## src/tpsu_pkg.sv

```systemverilog
`timescale 1ns / 1ps
// -----------------------------------------------------------------------------
// tpsu_pkg
// Shared constants for the transit proof share update block.
// -----------------------------------------------------------------------------
package tpsu_pkg;

   localparam int DATA_WIDTH_DEF = 64;
   localparam int CSR_ADDR_WIDTH = 3;

   // Register indexes of the configuration port
   typedef enum logic [CSR_ADDR_WIDTH-1:0] {
      CSR_PRIME      = 3'd0,
      CSR_LAGRANGE   = 3'd1,
      CSR_POLY_EVAL  = 3'd2,
      CSR_SECRET     = 3'd3,
      CSR_VERIFY     = 3'd4,
      CSR_PROFILE_EN = 3'd5,
      CSR_VALID_EN   = 3'd6
   } csr_index_type;

   // Operands reduced in the front chain
   localparam int RED_CUM     = 0;
   localparam int RED_RND     = 1;
   localparam int RED_POLY    = 2;
   localparam int RED_SECRET  = 3;
   localparam int RED_VERIFY  = 4;
   localparam int RED_NUM     = 5;

endpackage

```

## src/tpsu_mod_add.sv

```systemverilog
`timescale 1ns / 1ps
// -----------------------------------------------------------------------------
// tpsu_mod_add
// Modular sum of two residues: (a + b) mod m for a, b below m.
// -----------------------------------------------------------------------------
module tpsu_mod_add #(
   parameter int W = tpsu_pkg::DATA_WIDTH_DEF
) (
   input  logic [W-1:0] a,
   input  logic [W-1:0] b,
   input  logic [W-1:0] m,
   output logic [W-1:0] s
);
   logic [W:0] sum;
   logic [W:0] dif;

   always_comb begin
      sum = {1'b0, a} + {1'b0, b};
      dif = sum - {1'b0, m};
      s   = (sum >= {1'b0, m}) ? dif[W-1:0] : sum[W-1:0];
   end
endmodule

```

## src/tpsu_mul_cell.sv

```systemverilog
`timescale 1ns / 1ps
// -----------------------------------------------------------------------------
// tpsu_mul_cell
// One bit step of the modular multiply: acc = 2*acc (+ share if bit) mod m.
// -----------------------------------------------------------------------------
module tpsu_mul_cell #(
   parameter int W = tpsu_pkg::DATA_WIDTH_DEF
) (
   input  logic         clock,
   input  logic         reset,
   input  logic         en,
   input  logic [W-1:0] m,
   input  logic         coef_bit,
   input  logic         in_valid,
   input  logic [W-1:0] in_share,
   input  logic [W-1:0] in_acc,
   input  logic [W-1:0] in_cum,
   input  logic         in_ok,
   output logic         out_valid,
   output logic [W-1:0] out_share,
   output logic [W-1:0] out_acc,
   output logic [W-1:0] out_cum,
   output logic         out_ok
);
   logic         valid_ff;
   logic [W-1:0] share_ff, acc_ff, cum_ff;
   logic         ok_ff;
   logic [W-1:0] dbl, add, acc_in;

   tpsu_mod_add #(.W(W)) u_dbl (.a(in_acc), .b(in_acc), .m(m), .s(dbl));
   tpsu_mod_add #(.W(W)) u_add (.a(dbl), .b(in_share), .m(m), .s(add));

   assign acc_in = coef_bit ? add : dbl;

   always_ff @(posedge clock) begin
      if (reset) begin
         valid_ff <= 1'b0;
      end else if (en) begin
         valid_ff <= in_valid;
      end
   end

   always_ff @(posedge clock) begin
      if (en) begin
         share_ff <= in_share;
         acc_ff   <= acc_in;
         cum_ff   <= in_cum;
         ok_ff    <= in_ok;
      end
   end

   assign out_valid = valid_ff;
   assign out_share = share_ff;
   assign out_acc   = acc_ff;
   assign out_cum   = cum_ff;
   assign out_ok    = ok_ff;
endmodule

```

## config.mk

```make
export PLATFORM = sky130hd
export DESIGN_NAME = tpsu_mul_cell
export DESIGN_NICKNAME = d
export VERILOG_FILES = /design/src/tpsu_pkg.sv /design/src/tpsu_mod_add.sv /design/src/tpsu_mul_cell.sv
export SDC_FILE = /design/constraint.sdc
export NUM_CORES = 1
export LEC_CHECK = 0
export ABC_AREA = 1
export BUFFER_PORTS_ARGS = -buffer_cell sky130_fd_sc_hd__buf_2
export CAP_MARGIN = 25
export CORE_ASPECT_RATIO = 1.75
export CORE_MARGIN = 10
export CORE_UTILIZATION = 46
export CTS_CLUSTER_SIZE = 28
export DETAILED_ROUTE_END_ITERATION = 6
export GPL_ROUTABILITY_DRIVEN = 0
export GPL_TIMING_DRIVEN = 0
export PLACE_DENSITY = 0.68
export SETUP_SLACK_MARGIN = 0.3
export SLEW_MARGIN = 20
export SYNTH_ARGS = -nofsm -noshare
export SYNTH_HDL_FRONTEND = slang
export SYNTH_SLANG_ARGS = --single-unit
```

## constraint.sdc

```tcl
create_clock -name clock -period 7.95 [get_ports clock]
set_input_delay 0.795 -clock clock [delete_from_list [all_inputs] [get_ports clock]]
set_output_delay 0.795 -clock clock [all_outputs]
set_load 0.01 [all_outputs]
```

==> qor_table.md <==
| Quantity | Reported | Unit |
|---|---|---|
| Final worst-path cycle share | 99.0 | % |
| Growth of design area from synthesis to finish | 19.9 | % |
| CTS clk-pin slew, worst paths | 80 | ps |
| Most common flop cell mapped by yosys | sky130_fd_sc_hd__edfxtp_1 | - |
| Reported max-cap violation count | 0 | - |
| Port Buffer Count | 455 | - |
| Worst slew margin relative to its limit | 43.0 | % |
| CP Data Required Time | 8100 | ps |
| Cell Area, Synth | 25500 | um^2 |
| Crit path time final | 7870 | ps |
| Most frequent cell on the critical path | sky130_fd_sc_hd__nand2_1 | - |
| RSZ-0062 raised after global routing | false | - |
| Final cell count without fillers | 5584 | - |
| Critical path startpoint category | primary input | - |
| Most area-consuming cells after synthesis | sky130_fd_sc_hd__nand2_1, sky130_fd_sc_hd__edfxtp_1, sky130_fd_sc_hd__inv_1 | - |
| Nets | 5325 | - |
| Final antenna-violating net count | 0 | - |
| Kind of end point of the critical path | flop | - |
| Starting utilization of the core area | 46.3 | % |
| Synth Warn # | 0 | - |
| Number of cell rows | 114 | - |
| Clock root buffer | sky130_fd_sc_hd__clkbuf_16 | - |
| Area of the die | 65700 | um^2 |
| Number of antenna violations at the first check in global routing | 6 | - |
| Portion of synthesized cell area occupied by the leading cell type | 24.1 | % |
| Overall routed net length | 126000 | um |
| Distinct cell type count after synthesis | 43 | - |
| Share of synthesized flip-flops with an asynchronous set or reset | 0 | % |
| Smallest hold slack | 495 | ps |
| Hold crit path type | in -> reg | - |
| Fraction of final layout cells sized beyond drive strength 1 | 15.4 | % |
| Static Leak | 0.0170 | uW |
| Clock latency on the worst-skew pair | 450 | ps |
| Post-detail-place hpwl | 105000 | um |
| Die extent in y | 332 | um |
| Detailed Routing Iterations Pass 1 | 7 | - |
| Syn Nets | 4829 | - |
| Cell taking the most area after synthesis | sky130_fd_sc_hd__nand2_1 | - |
| Worst-case clock skew | 0 | ps |
| Standard cell core area | 55100 | um^2 |
| Power per standard cell area | 257 | nW/um^2 |
| Number of enable-type register cells in the synthesized netlist | 193 | - |
| Total gr overflow | 0 | - |
| Fmax | 0.127 | GHz |
| Hold_buf cts | 0 | - |
| Crit-path max FO | 10 | - |
| Vias in the first global route | 29300 | - |
| WP data arrival | 8020 | ps |
| Depth of the CTS H-tree | 4 | - |
| Clock tree from TritonCTS | built | - |
| IR Drop Worst-Case VDD | 0.187 | mV |
| Area after detailed placement | 28700 | um^2 |
| Synthesis-stage register bit count | 194 | - |
| Footprint of the multi-input gates | 17000 | um^2 |
| Violations in the final reports | design-rule violations | - |
| Start-to-end type of the worst setup path | in -> reg | - |
| Number of buffers created by CTS | 17 | - |
| Total number of vias | 30900 | - |
| Total count of max-transition violations in the final report | 0 | - |
| Avg Synthesized Cell Area | 5.84 | um^2 |
| Largest net degree at the start of global routing | 97 | - |
| Status | finished with violations | - |
| Number of failing setup endpoints in the final timing report | 0 | - |
| Hold violation total from the final report | 0 | - |
| Global-route wire length before repair | 177000 | um |
| Violation count after the first detailed-route iteration | 3094 | - |
| Synthesized instance count | 4372 | - |
| Boundary Pins | 456 | - |
| Routed vias/inst | 5.53 | - |
| Share of the yosys chip area belonging to registers | 22.8 | % |
| Placed Cells | 5525 | - |
| Largest incremental delay on the critical path | 620 | ps |
| Cell area after layout | 30600 | um^2 |
| Area taken by flip-flops and latches | 5820 | um^2 |
| Transition at the pin with the smallest max-transition slack | 856 | ps |
| Share of the core filled with cells | 55.6 | % |
| Slowest cell on crit path | sky130_fd_sc_hd__nand4_1 | - |
| Routed length per placed instance | 22.7 | um |
| Global-route usage over all layers | 37.0 | % |
| Top-count cell post-synth | sky130_fd_sc_hd__nand2_1 | - |
| Number of fillers in the final layout | 5888 | - |
| Horizontal extent of the die | 198 | um |
| Remaining routing DRC violations | 2 | - |
| Number of clock sinks seen by CTS | 194 | - |
| CTS Buffer Depth | 2 | - |
| Most instantiated cells after synthesis | sky130_fd_sc_hd__nand2_1, sky130_fd_sc_hd__inv_1, sky130_fd_sc_hd__nand3_1 | - |
## per-layer routing
| metal | share of wire, % | track usage, % |
|---|---|---|
| met5 | 0.019 | 0 |
| met4 | 11 | 33.0 |
| met3 | 9.6 | 7.44 |
| met2 | 46 | 62.0 |
| met1 | 33 | 38.4 |
## state kept, by name, indices dropped and copies added, names as in the netlist
| register | cells |
|---|---|
| out_acc | 64 |
| out_share | 64 |
| out_ok | 1 |
| out_cum | 64 |
| out_valid | 1 |
## worst max-delay path: cells and delay by family
kind / cells / cell delay [ps]
AOI/OAI and AO/OA: 5 / 1040
adders and majority gates: 3 / 1050
and+or+nand+nor: 23 / 4300
buffers and inverters: 6 / 800
## placed cells by master, fill, tap and decap left out, types with 4 or more instances in the layout
master,Yosys,layout
sky130_fd_sc_hd__o21ai_1,1,7
sky130_fd_sc_hd__nand2_4,0,8
sky130_fd_sc_hd__nand3b_1,43,43
sky130_fd_sc_hd__and2_2,0,5
sky130_fd_sc_hd__o21ai_0,103,96
sky130_fd_sc_hd__inv_2,4,5
sky130_fd_sc_hd__nor2_4,0,15
sky130_fd_sc_hd__xor2_1,38,38
sky130_fd_sc_hd__and2_1,64,59
sky130_fd_sc_hd__ha_4,0,38
sky130_fd_sc_hd__a21oi_2,1,11
sky130_fd_sc_hd__nand3_1,365,362
sky130_fd_sc_hd__ha_1,192,140
sky130_fd_sc_hd__edfxtp_1,193,193
sky130_fd_sc_hd__buf_1,7,7
sky130_fd_sc_hd__ha_2,0,14
sky130_fd_sc_hd__clkbuf_16,0,17
sky130_fd_sc_hd__a21oi_1,228,218
sky130_fd_sc_hd__xnor2_1,62,62
sky130_fd_sc_hd__buf_12,0,5
sky130_fd_sc_hd__nor2_2,9,44
sky130_fd_sc_hd__inv_6,0,4
sky130_fd_sc_hd__nand4_1,43,43
sky130_fd_sc_hd__nor4_1,12,10
sky130_fd_sc_hd__clkinv_8,0,5
sky130_fd_sc_hd__nand2_2,11,47
sky130_fd_sc_hd__nor3_1,31,28
sky130_fd_sc_hd__diode_2,0,7
sky130_fd_sc_hd__buf_4,13,25
sky130_fd_sc_hd__o21bai_1,21,21
sky130_fd_sc_hd__buf_2,12,460
sky130_fd_sc_hd__clkbuf_4,0,4
sky130_fd_sc_hd__and3_1,5,5
sky130_fd_sc_hd__buf_6,14,17
sky130_fd_sc_hd__clkbuf_1,6,5
sky130_fd_sc_hd__nand2_1,1641,1598
sky130_fd_sc_hd__inv_1,877,874
sky130_fd_sc_hd__nor2_1,354,304
## cell type report
| class | count | share of cell area (%) |
|---|---|---|
| plain buffers | 52 | 1.35 |
| well taps | 696 | 2.85 |
| inverters | 881 | 10.8 |
| clock inverters | 15 | 0.581 |
| clock buffers | 17 | 1.39 |
| multi-input cells | 3246 | 55.6 |
| flip-flops and latches | 194 | 19.0 |
| repair buffers | 476 | 8.31 |
| diodes | 7 | 0.0573 |
## where the power goes
group,switching (uW),internal [uW],total [uW]
sequential,36.6,1330,1370
clock,483,428,911
combinational,3820,1780,5590
## repair_timing
action                     in CTS  in global routing
gates cloned                    0                  2
resized for setup              12                225
buffers inserted                6                 11
setup endpoints to repair      64                 64
pin swaps                       3                 13
## path summary, 6_finish.rpt
kind	from	to	slack, ps	cells after the start
max reg2reg	out_valid	out_valid	7360	2
min	reset	out_valid	500	2
max	m[20]	out_acc[33]	80	37
min reg2reg	out_valid	out_valid	520	2
## kinds of logic after synthesis
group,after synthesis,share of synthesized area [%]
DFF,194,22.8
and+or+nand+nor,2587,42.3
adders and majority gates,195,9.65
AOI/OAI and AO/OA,362,7.43
xor gates and xnor gates,100,3.43
muxes,1,0.0392
buffers and inverters,933,14.4
## per-stage QoR
stage               setup TNS [ps]  worst slack (ps)  power, uW
floorplan                        0              2070       4770
global placement            -52920              -980       6380
detailed placement          -54580              -996       6420
CTS                              0               335       7390
global route                     0               104       8360
finish                           0              80.5       7870
Power figures use the tool's default switching activity.
