===== config.mk =====
export PLATFORM = sky130hd
export DESIGN_NAME = tpsu_mod_add
export DESIGN_NICKNAME = d
export VERILOG_FILES = /design/src/tpsu_pkg.sv /design/src/tpsu_mod_add.sv
export SDC_FILE = /design/constraint.sdc
export NUM_CORES = 1
export LEC_CHECK = 0
export BUFFER_PORTS_ARGS = -buffer_cell sky130_fd_sc_hd__buf_2
export CAP_MARGIN = 5
export CORE_MARGIN = 4
export CORE_UTILIZATION = 56
export DETAILED_ROUTE_END_ITERATION = 10
export GPL_ROUTABILITY_DRIVEN = 0
export PLACE_DENSITY_LB_ADDON = 0.05
export SLEW_MARGIN = 15
export SYNTH_ARGS = -nofsm -noshare
export SYNTH_HDL_FRONTEND = slang
export SYNTH_SLANG_ARGS = --single-unit

===== constraint.sdc =====
create_clock -name vclk -period 6
set_input_delay 0.3 -clock vclk [all_inputs]
set_output_delay 0.3 -clock vclk [all_outputs]
set_load 0.02 [all_outputs]

===== src/tpsu_pkg.sv =====
`timescale 1ns / 1ps
// -----------------------------------------------------------------------------
// tpsu_pkg
// Shared constants for the transit proof share update block.
// -----------------------------------------------------------------------------
package tpsu_pkg;

   localparam int DATA_WIDTH_DEF = 64;
   localparam int CSR_ADDR_WIDTH = 3;

   // Register indexes of the configuration port
   typedef enum logic [CSR_ADDR_WIDTH-1:0] {
      CSR_PRIME      = 3'd0,
      CSR_LAGRANGE   = 3'd1,
      CSR_POLY_EVAL  = 3'd2,
      CSR_SECRET     = 3'd3,
      CSR_VERIFY     = 3'd4,
      CSR_PROFILE_EN = 3'd5,
      CSR_VALID_EN   = 3'd6
   } csr_index_type;

   // Operands reduced in the front chain
   localparam int RED_CUM     = 0;
   localparam int RED_RND     = 1;
   localparam int RED_POLY    = 2;
   localparam int RED_SECRET  = 3;
   localparam int RED_VERIFY  = 4;
   localparam int RED_NUM     = 5;

endpackage


===== src/tpsu_mod_add.sv =====
`timescale 1ns / 1ps
// -----------------------------------------------------------------------------
// tpsu_mod_add
// Modular sum of two residues: (a + b) mod m for a, b below m.
// -----------------------------------------------------------------------------
module tpsu_mod_add #(
   parameter int W = tpsu_pkg::DATA_WIDTH_DEF
) (
   input  logic [W-1:0] a,
   input  logic [W-1:0] b,
   input  logic [W-1:0] m,
   output logic [W-1:0] s
);
   logic [W:0] sum;
   logic [W:0] dif;

   always_comb begin
      sum = {1'b0, a} + {1'b0, b};
      dif = sum - {1'b0, m};
      s   = (sum >= {1'b0, m}) ? dif[W-1:0] : sum[W-1:0];
   end
endmodule


==> out/metrics.csv, run 1 <==
stage,metric,value,unit
critical_path,endpoint_kind,output pin,
min_path,hp-class,in2out,
pwr,power.density,280,nW/um^2
yosys,synth_cells,1339,
layout,fillCellCount,1438,
detailed_routing,vias,10900,
global_routing,use_met2,0.525,
critical_path,crit_top_cell,a21o_1,
floorplanning,fp.dieH,133,um
layout,numSequentialCells,0,
yosys,synth_warnings,0,
floorplanning,pin_count,256,
place,dp_hpwl,24800,um
layout,final_nets,1927,
sta,finalCriticalPeriod,5.83,ns
pwr,power.share.sequential,0,
critical_path,critPathBufInv,3,
global_routing,use_met1,0.417,
detailed_routing,drt-initial-drc-count,962,
sta,fmax,0.172,GHz
pwr,power,2.98,mW
place,placed_cells,1779,
sta,fin_tns_setup,0,ns
clock_tree,ctsHoldBuffers,0,
critical_path,worst_path_largest_cell_delay,0.43,ns
place,port_buffers,256,
floorplanning,core,15200,um^2
critical_path,critPathLaunchType,input port,
global_routing,grt_pass1_vias,9959,
pwr,combPwrFrac,1.000,
detailed_routing,ant_nets,0,
critical_path,crit_chain,buf_2 -> ha_1 -> a211oi_2 -> o21ai_0 -> a21oi_1 -> o21ai_0 -> a221oi_2 -> o21ai_4 -> a21oi_2 -> buf_4 -> o21ai_0 -> xor2_1 -> ha_1 -> a21o_1 -> a21o_1 -> a21o_1 -> a21o_1 -> a21o_1 -> a221o_1 -> a211o_1 -> a21oi_1 -> xnor2_1 -> mux2_2 -> buf_2,
global_routing,antenna_found_initial,0,
critical_path,crit_start,a[28],
yosys,yosysTopAreaCell,ha_1,
sta,drv_slew,0,
yosys,synth_top_area_share,0.184,
sta,max_slew_margin,0.517,
floorplanning,placementRows,45,
detailed_routing,drcViolationCount,0,
pwr,cellLeakagePower,5.24,nW
place,place_area,10400,um^2
layout,clock_buffers,0,
floorplanning,die_x,133,um
global_routing,globalRoute.totalOverflow,0,
pwr,power_switching,1.76,mW
critical_path,crit_arrival,5.53,ns
sta,final_hold_viol_count,0,
pwr,switching_share,0.589,
layout,post-route-util,0.701,
critical_path,worstSetupPathType,in2out,
global_routing,grt_pass1_wl,46500,um
yosys,synthTopCellsByArea,"ha_1 (18%), a21oi_1 (10%), xnor2_1 (7.8%)",
yosys,synth.most_common_cell,a21oi_1,
layout,final_cells,1791,
critical_path,slowest_stage,a221oi_2,
detailed_routing,viasPerCell,6.10,
sta,finalSetupViolCount,0,
yosys,synth_common_cells,"a21oi_1 (177), nor2_1 (160), ha_1 (128)",
yosys,syn-mean-instance-area,6.51,um^2
layout,syn_to_final_growth,22.4,%
detailed_routing,wl,29600,um
global_routing,globalRouteMet3Util,0.0224,
global_routing,grt_max_degree,33,
layout,drive_above_1_share,0.245,
layout,design_area,10700,um^2
detailed_routing,wl_per_cell,16.5,um
floorplanning,die-area,17600,um^2
detailed_routing,dr.pass1.iters,6,
sta,finalCritPeriodShare,0.972,
yosys,synth_cell_types,77,
sta,worstMarginPinSlew,0.714,ns
floorplanning,initial_core_util,0.573,
yosys,ys_seq_area_frac,0,
yosys,syn_area,8710,um^2
pwr,max-vdd-ir-drop,0.000203,V
min_path,hold_start,m[0],
layout,seqCellArea,0,um^2
pwr,clkPwrFrac,0,
critical_path,cp_data_required_time,5.70,ns
critical_path,critical_path.top_delay_family,compound AO/OA/AOI/OAI gates,
status,status,"finished, final reports clean",
layout,diodes,0,
global_routing,grt_busiest_layer,met2,
pwr,p_int,1.23,mW
critical_path,cp_max_fo,8,
run,drv_cap,0,
global_routing,grt.total_usage,0.304,
yosys,syn_nets,1661,
## worst min-delay path, delay by kind of cell
kind                       cells  cell delay, ns
buffers and inverters          2            0.24
adders and majority gates      1            0.15
AOI/OAI and AO/OA              1            0.07
## cell families after synthesis
family,count (synthesis),synth area share
xor+xnor,120,0.121
mux,28,0.0399
simple gates,428,0.224
fa+ha+maj,130,0.188
buf+inv,159,0.0800
compound gates,474,0.347
## metal layers
layer  routed length [um]  part of all wire
met5                    0                 0
met4                  645             0.022
met3                 2300             0.078
met2                13700              0.46
met1                12900              0.44
## metrics by stage
step	worst slack [ns]	hold slack [ns]
detailed placement	-0.0491	1.05
floorplan	0.430	0.865
finish	0.170	1.05
global route	-0.0236	1.08
CTS	0.00971	1.05
global placement	0.0305	1.04
## layout by cell type (no fill, tap or decap), types with 11 or more instances in the layout
| cell | n |
|---|---|
| buf_2 | 256 |
| a21oi_1 | 176 |
| nor2_1 | 158 |
| ha_1 | 126 |
| nand2_1 | 120 |
| inv_1 | 101 |
| o21ai_0 | 78 |
| xnor2_1 | 78 |
| buf_4 | 59 |
| a21o_1 | 47 |
| xor2_1 | 42 |
| nand4_1 | 40 |
| nand3_1 | 24 |
| o21bai_1 | 23 |
| o211ai_1 | 20 |
| nor3_1 | 20 |
| a211oi_1 | 16 |
| o21a_1 | 15 |
| nor2b_1 | 15 |
| mux2_2 | 14 |
| a21oi_2 | 11 |
## power by group through the flow
stage	combinational (mW)	sequential, mW	clock (mW)
CTS	2.84	0	0
global placement	2.80	0	0
detailed placement	2.83	0	0
floorplan	2.05	0	0
global route	3.23	0	0
finish	2.98	0	0
## final cells by class
cell class,count,area (um^2),share of cell area
inverter,101,379,0.0356
multi-input combinational,1180,8160,0.766
tap,188,235,0.0221
timing repair buffer,322,1880,0.177
## path summary, 6_finish.rpt
kind,end,cells after the start
max,s[63],24
min,s[0],4
## what timing repair did
item	in CTS	in global routing
gates cloned	0	4
gates resized for setup	2	31
setup buffers	0	8
endpoints found under the setup margin	19	64
hold endpoints to repair	0	0
pin swaps	0	14
Note: power is estimated with default switching activity, not from simulation.
==> inputs of run 2 (changes only) <==
- CORE_UTILIZATION: 56 -> 50
- MAX_ROUTING_LAYER: not set -> met4
- clock period: 6 -> 5.15 ns (I/O delays scaled with it)
==> out/metrics.csv, run 2 <==
stage,metric,value,unit
yosys,synthMuxAreaShare,0.0399,
floorplanning,placementRows,47,
yosys,synth_compound_area_frac,0.347,
yosys,synth_cell_types,77,
yosys,synthTopCellsByArea,"ha_1 (18%), a21oi_1 (10%), xnor2_1 (7.8%)",
place,dp_hpwl,28900,um
place,port_buffers,256,
sta,worst_endpoint,s[28],
floorplanning,die_x,140,um
yosys,synth_top_family_by_area,compound AO/OA/AOI/OAI gates,
sta,worst-ep-kind,primary output,
yosys,synthAdderAreaFrac,0.188,
yosys,syn_nets,1661,
floorplanning,initial_core_util,0.518,
yosys,synth_xor_area_frac,0.121,
global_routing,grt_max_degree,16,
yosys,syn_area,8710,um^2
floorplanning,pin_count,256,
global_routing,globalRoute.totalOverflow,4,
yosys,synth_cells,1339,
yosys,synth.most_common_cell,a21oi_1,
status,stop_stage,global routing,
floorplanning,fp.dieH,140,um
yosys,syn-mean-instance-area,6.51,um^2
global_routing,grt.total_usage,0.697,
yosys,yosysTopAreaCell,ha_1,
yosys,synth_warnings,0,
yosys,synth-simple-area-share,0.224,
yosys,synth_top_area_share,0.184,
status,status,did not finish,
yosys,ys_seq_area_frac,0,
yosys,synth_common_cells,"a21oi_1 (177), nor2_1 (160), ha_1 (128)",
status,firstError,[ERROR GRT-0232] Routing congestion too high. Check the congestion heatmap in the GUI.,
## run 2: repair_timing
| action | CTS |
|---|---|
| cloned | 10 |
| pin swaps | 86 |
| gates resized for setup | 337 |
| buffers inserted | 43 |
| hold buffers | 0 |
| setup endpoints to repair | 64 |
| endpoints found under the hold margin | 0 |
## run 2: routing by layer
metal	global-route usage	overflow
met5	-	-
met4	0.663	2
met3	0.496	0
met2	0.896	2
met1	0.671	0
## run 2: per-stage QoR
step / cell area [um^2] / hold WS (ns) / setup slack (ns) / cells
detailed placement: 13000 / 0.962 / -0.897 / 2153
CTS: 15000 / 0.962 / -0.222 / 2205
global placement: 13000 / 0.950 / -0.826 / 2153
floorplan: 8730 / 0.780 / -0.00516 / 1339
## run 2: logic make-up after synthesis
kind of cell    count (synthesis)
compound gates                474
xor+xnor                      120
fa+ha+maj                     130
buf+inv                       159
mux                            28
simple gates                  428
==> inputs of run 3 (changes only) <==
- CORE_UTILIZATION: 50 -> 40
- MAX_ROUTING_LAYER: met4 -> not set
- PLACE_DENSITY_LB_ADDON: 0.05 -> 0.15
- clock period: 5.15 -> 6.7 ns (I/O delays scaled with it)
==> out/metrics.csv, run 3 (synthesis results as in run 1) <==
stage,metric,value,unit
status,status,"finished, final reports clean",
critical_path,slowest_stage,or4_1,
detailed_routing,drcViolationCount,0,
sta,drv_slew,0,
sta,final_hold_viol_count,0,
min_path,hold_start,m[0],
floorplanning,die_x,156,um
critical_path,crit_arrival,5.98,ns
detailed_routing,drt-initial-drc-count,721,
sta,max_slew_margin,0.555,
detailed_routing,wl,29800,um
min_path,hold_path_depth,4,
global_routing,antenna_found_initial,0,
critical_path,worstSetupPathType,in2out,
place,placed_cells,1837,
critical_path,crit_chain,buf_2 -> ha_1 -> a21oi_1 -> nor2b_1 -> o311a_1 -> o211ai_1 -> a21o_1 -> o21bai_1 -> a21oi_1 -> o21ai_0 -> xor2_1 -> ha_1 -> inv_1 -> o22ai_1 -> o21ai_0 -> a31oi_1 -> or3b_1 -> a31oi_2 -> or4_1 -> o211ai_4 -> buf_12 -> mux2_1 -> buf_2,
sta,fin_tns_setup,0,ns
floorplanning,die-area,24200,um^2
clock_tree,postCtsSetupRepairBufs,0,
sta,worstMarginPinSlew,0.661,ns
layout,final_cells,1837,
detailed_routing,viasPerCell,5.63,
sta,rsz0062_at_grt,no,
layout,clock_buffers,0,
min_path,holdPathEnd,s[0],
sta,fmax,0.158,GHz
floorplanning,pin_count,256,
global_routing,globalRoute.totalOverflow,0,
layout,final_common_cell,buf_2,
run,drv_cap,0,
sta,finalSetupViolCount,0,
floorplanning,core,21200,um^2
place,port_buffers,256,
global_routing,grt_max_degree,50,
sta,finalCritPeriodShare,0.943,
sta,finalCriticalPeriod,6.32,ns
critical_path,critPathLaunchType,input port,
layout,layout_common_cells,"buf_2 (256), a21oi_1 (177), nor2_1 (160)",
floorplanning,fp.dieH,156,um
critical_path,cp_max_fo,49,
critical_path,critPathBufInv,4,
global_routing,grt_pass1_wl,46500,um
layout,fillCellCount,2302,
global_routing,grt_pass1_vias,9523,
layout,seqCellArea,0,um^2
detailed_routing,dr.pass1.iters,5,
pwr,cellLeakagePower,4.98,nW
layout,post-route-util,0.483,
pwr,max-vdd-ir-drop,0.000120,V
detailed_routing,vias,10300,
global_routing,grt.total_usage,0.225,
layout,syn_to_final_growth,17.6,%
clock_tree,ctsHoldBuffers,0,
layout,final_nets,1886,
critical_path,endpoint_kind,output pin,
clock_tree,cts_resized,0,
pwr,power.density,247,nW/um^2
floorplanning,placementRows,53,
critical_path,cp_data_required_time,6.36,ns
critical_path,critical_path.top_delay_family,compound AO/OA/AOI/OAI gates,
critical_path,worst_path_largest_cell_delay,0.59,ns
detailed_routing,wl_per_cell,16.2,um
min_path,hp-class,in2out,
layout,drive_above_1_share,0.212,
place,dp_hpwl,26100,um
detailed_routing,ant_nets,0,
layout,numSequentialCells,0,
layout,diodes,0,
floorplanning,initial_core_util,0.410,
==> run 3: worst max-delay path by stage <==
stage | from | to | depth (start not counted)
floorplan | a[0] | s[59] | 24
global placement | a[0] | s[47] | 24
detailed placement | a[0] | s[51] | 24
CTS | a[0] | s[51] | 24
global route | a[0] | s[62] | 24
finish | a[3] | s[62] | 23
==> run 3: final cells by class <==
cell class                      count  area, um^2  share of cell area
Multi-Input combinational cell   1180        8020               0.784
Timing Repair Buffer              281        1490               0.146
Inverter                          101         379              0.0370
Tap cell                          275         344              0.0336
==> run 3: per-layer routing <==
layer / share of wire / vias up / track usage
met4: 0.015 / 0 / 0.0246
met3: 0.057 / 23 / 0.00749
met1: 0.46 / 4665 / 0.316
li1: - / 5309 / -
met2: 0.47 / 340 / 0.396
met5: 0 / - / 0
==> run 3: per-stage QoR <==
stage	hold slack, ns	worst slack [ns]	instance area [um^2]	power [mW]
3_5_place_dp	1.11	0.284	10200	2.50
5_1_grt	1.13	0.00929	10200	2.75
3_3_place_gp	1.09	0.380	10200	2.50
2_1_floorplan	0.935	1.06	8710	1.83
6_report	1.11	0.384	10200	2.53
4_1_cts	1.10	0.228	10200	2.52
==> run 3: tightest hold or removal path: stages <==
cell and delay [ns]:
buf_2 0.08, ha_1 0.14, a21oi_1 0.06, buf_2 0.15
==> run 3: power by group <==
group	total, mW	leakage, nW	internal [mW]	switching (mW)
Clock	0	0	0	0
Sequential	0	0	0	0
Combinational	2.53	4.98	0.999	1.53
==> inputs of run 4 (changes only) <==
- CAP_MARGIN: 5 -> 20
- CORE_ASPECT_RATIO: not set -> 1.75
==> out/metrics.csv, run 4 (synthesis results as in run 1) <==
stage,metric,value,unit
critical_path,slowest_stage,a2111oi_0,
global_routing,grt_pass1_wl,51800,um
layout,fillCellCount,2401,
clock_tree,ctsHoldBuffers,0,
critical_path,cp_data_required_time,6.36,ns
detailed_routing,drt-initial-drc-count,564,
floorplanning,die_x,120,um
detailed_routing,viasPerCell,5.67,
detailed_routing,vias,10600,
layout,final_common_cell,buf_2,
floorplanning,placementRows,71,
run,drv_cap,0,
sta,finalCritPeriodShare,0.954,
detailed_routing,dr.pass1.iters,5,
layout,seqCellArea,0,um^2
layout,drive_above_1_share,0.219,
detailed_routing,wl,33400,um
pwr,power,2.62,mW
pwr,cellLeakagePower,5.06,nW
floorplanning,die-area,24300,um^2
critical_path,worstSetupPathType,in2out,
critical_path,worst_path_largest_cell_delay,0.44,ns
place,port_buffers,256,
critical_path,cp_max_fo,7,
layout,syn_to_final_growth,19.1,%
global_routing,antenna_found_initial,1,
detailed_routing,wl_per_cell,17.9,um
global_routing,grt.total_usage,0.257,
pwr,power.density,252,nW/um^2
critical_path,endpoint_kind,output pin,
sta,fin_tns_setup,0,ns
sta,finalCriticalPeriod,6.39,ns
sta,fmax,0.156,GHz
critical_path,crit_arrival,6.06,ns
global_routing,grt_max_degree,45,
critical_path,crit_chain,buf_2 -> ha_1 -> buf_4 -> nand4_1 -> or2_1 -> o22ai_2 -> nor2_1 -> a31oi_1 -> o21ai_0 -> nand2_1 -> xor2_1 -> ha_1 -> a21oi_1 -> nor2b_1 -> o21a_1 -> o41ai_1 -> o21ai_0 -> a2111oi_0 -> a21oi_1 -> a311oi_1 -> xnor2_1 -> mux2_1 -> buf_2,
floorplanning,initial_core_util,0.405,
pwr,max-vdd-ir-drop,0.000145,V
floorplanning,fp.dieH,203,um
sta,drv_slew,0,
sta,rsz0062_at_grt,no,
floorplanning,core,21500,um^2
detailed_routing,ant_nets,0,
layout,final_nets,1897,
sta,final_hold_viol_count,0,
detailed_routing,drcViolationCount,0,
place,dp_hpwl,29000,um
critical_path,worstSetupEndpoint,s[60],
global_routing,globalRoute.totalOverflow,0,
critical_path,crit_start,a[20],
status,status,"finished, final reports clean",
global_routing,grt_pass1_vias,10600,
sta,worstMarginPinSlew,0.645,ns
layout,numSequentialCells,0,
floorplanning,pin_count,256,
layout,clock_buffers,0,
critical_path,critPathLaunchType,input port,
sta,max_slew_margin,0.566,
layout,layout_common_cells,"buf_2 (256), a21oi_1 (177), nor2_1 (160)",
place,placed_cells,1863,
min_path,hp-class,in2out,
layout,final_cells,1866,
sta,finalSetupViolCount,0,
[run 4: cell count changes in the layout (fill, tap and decap cells not counted), sizes merged]
cell | before | now
buf | 281 | 291
clkbuf | 0 | 1
diode | 0 | 1
[run 4: worst min path at each step]
| stage | from | endpoint | cells after the start |
|---|---|---|---|
| after floorplan | m[0] | s[0] | 2 |
| after global placement | m[0] | s[0] | 4 |
| after detailed placement | m[0] | s[0] | 4 |
| after CTS | m[0] | s[0] | 4 |
| after global routing | m[0] | s[0] | 4 |
| final | m[0] | s[0] | 4 |
[run 4: final cells by class]
type	instances	area, um^2	area share
timing repair buffer	292	1590	0.154
multi-input combinational	1180	8030	0.774
inverter	101	379	0.0365
tap	292	365	0.0352
antenna	1	2.50	0.000241
[run 4: worst max-delay path: cells and delay by family]
family / cells / cell delay, ns
compound gates: 10 / 2.99
mux: 1 / 0.29
xor+xnor: 2 / 0.46
buf+inv: 3 / 0.42
simple gates: 5 / 0.86
fa+ha+maj: 2 / 0.71
[run 4: metal layers]
metal  global-route usage  share of wire  wire, um  vias up
li1                     -              -         -     5332
met1                0.259           0.35     11800     4814
met2                0.528           0.56     18500      343
met3               0.0105          0.034      1150       97
met4                0.116          0.057      1890        0
met5                    0              0         0        -
[run 4: power breakdown]
part / total, mW / internal [mW] / switching (mW) / leakage (nW)
sequential: 0 / 0 / 0 / 0
combinational: 2.62 / 1.02 / 1.60 / 5.06
clock: 0.0000000200 / 0.0000000199 / 0 / 0.00000634
[run 4: per-stage QoR]
stage	instance area [um^2]	setup WS, ns	hold WS [ns]	util
final	10400	0.308	1.14	0.483
after global routing	10400	0.0253	1.18	0.483
after CTS	10300	0.130	1.15	0.480
after detailed placement	10300	0.157	1.15	0.480
after global placement	10300	0.231	1.14	0.480
after floorplan	8710	1.06	0.935	-
[run 4: what timing repair did]
item	in CTS	in global routing
endpoints found under the hold margin	0	0
setup buffers	0	1
gates resized for setup	0	3
endpoints found under the setup margin	0	62
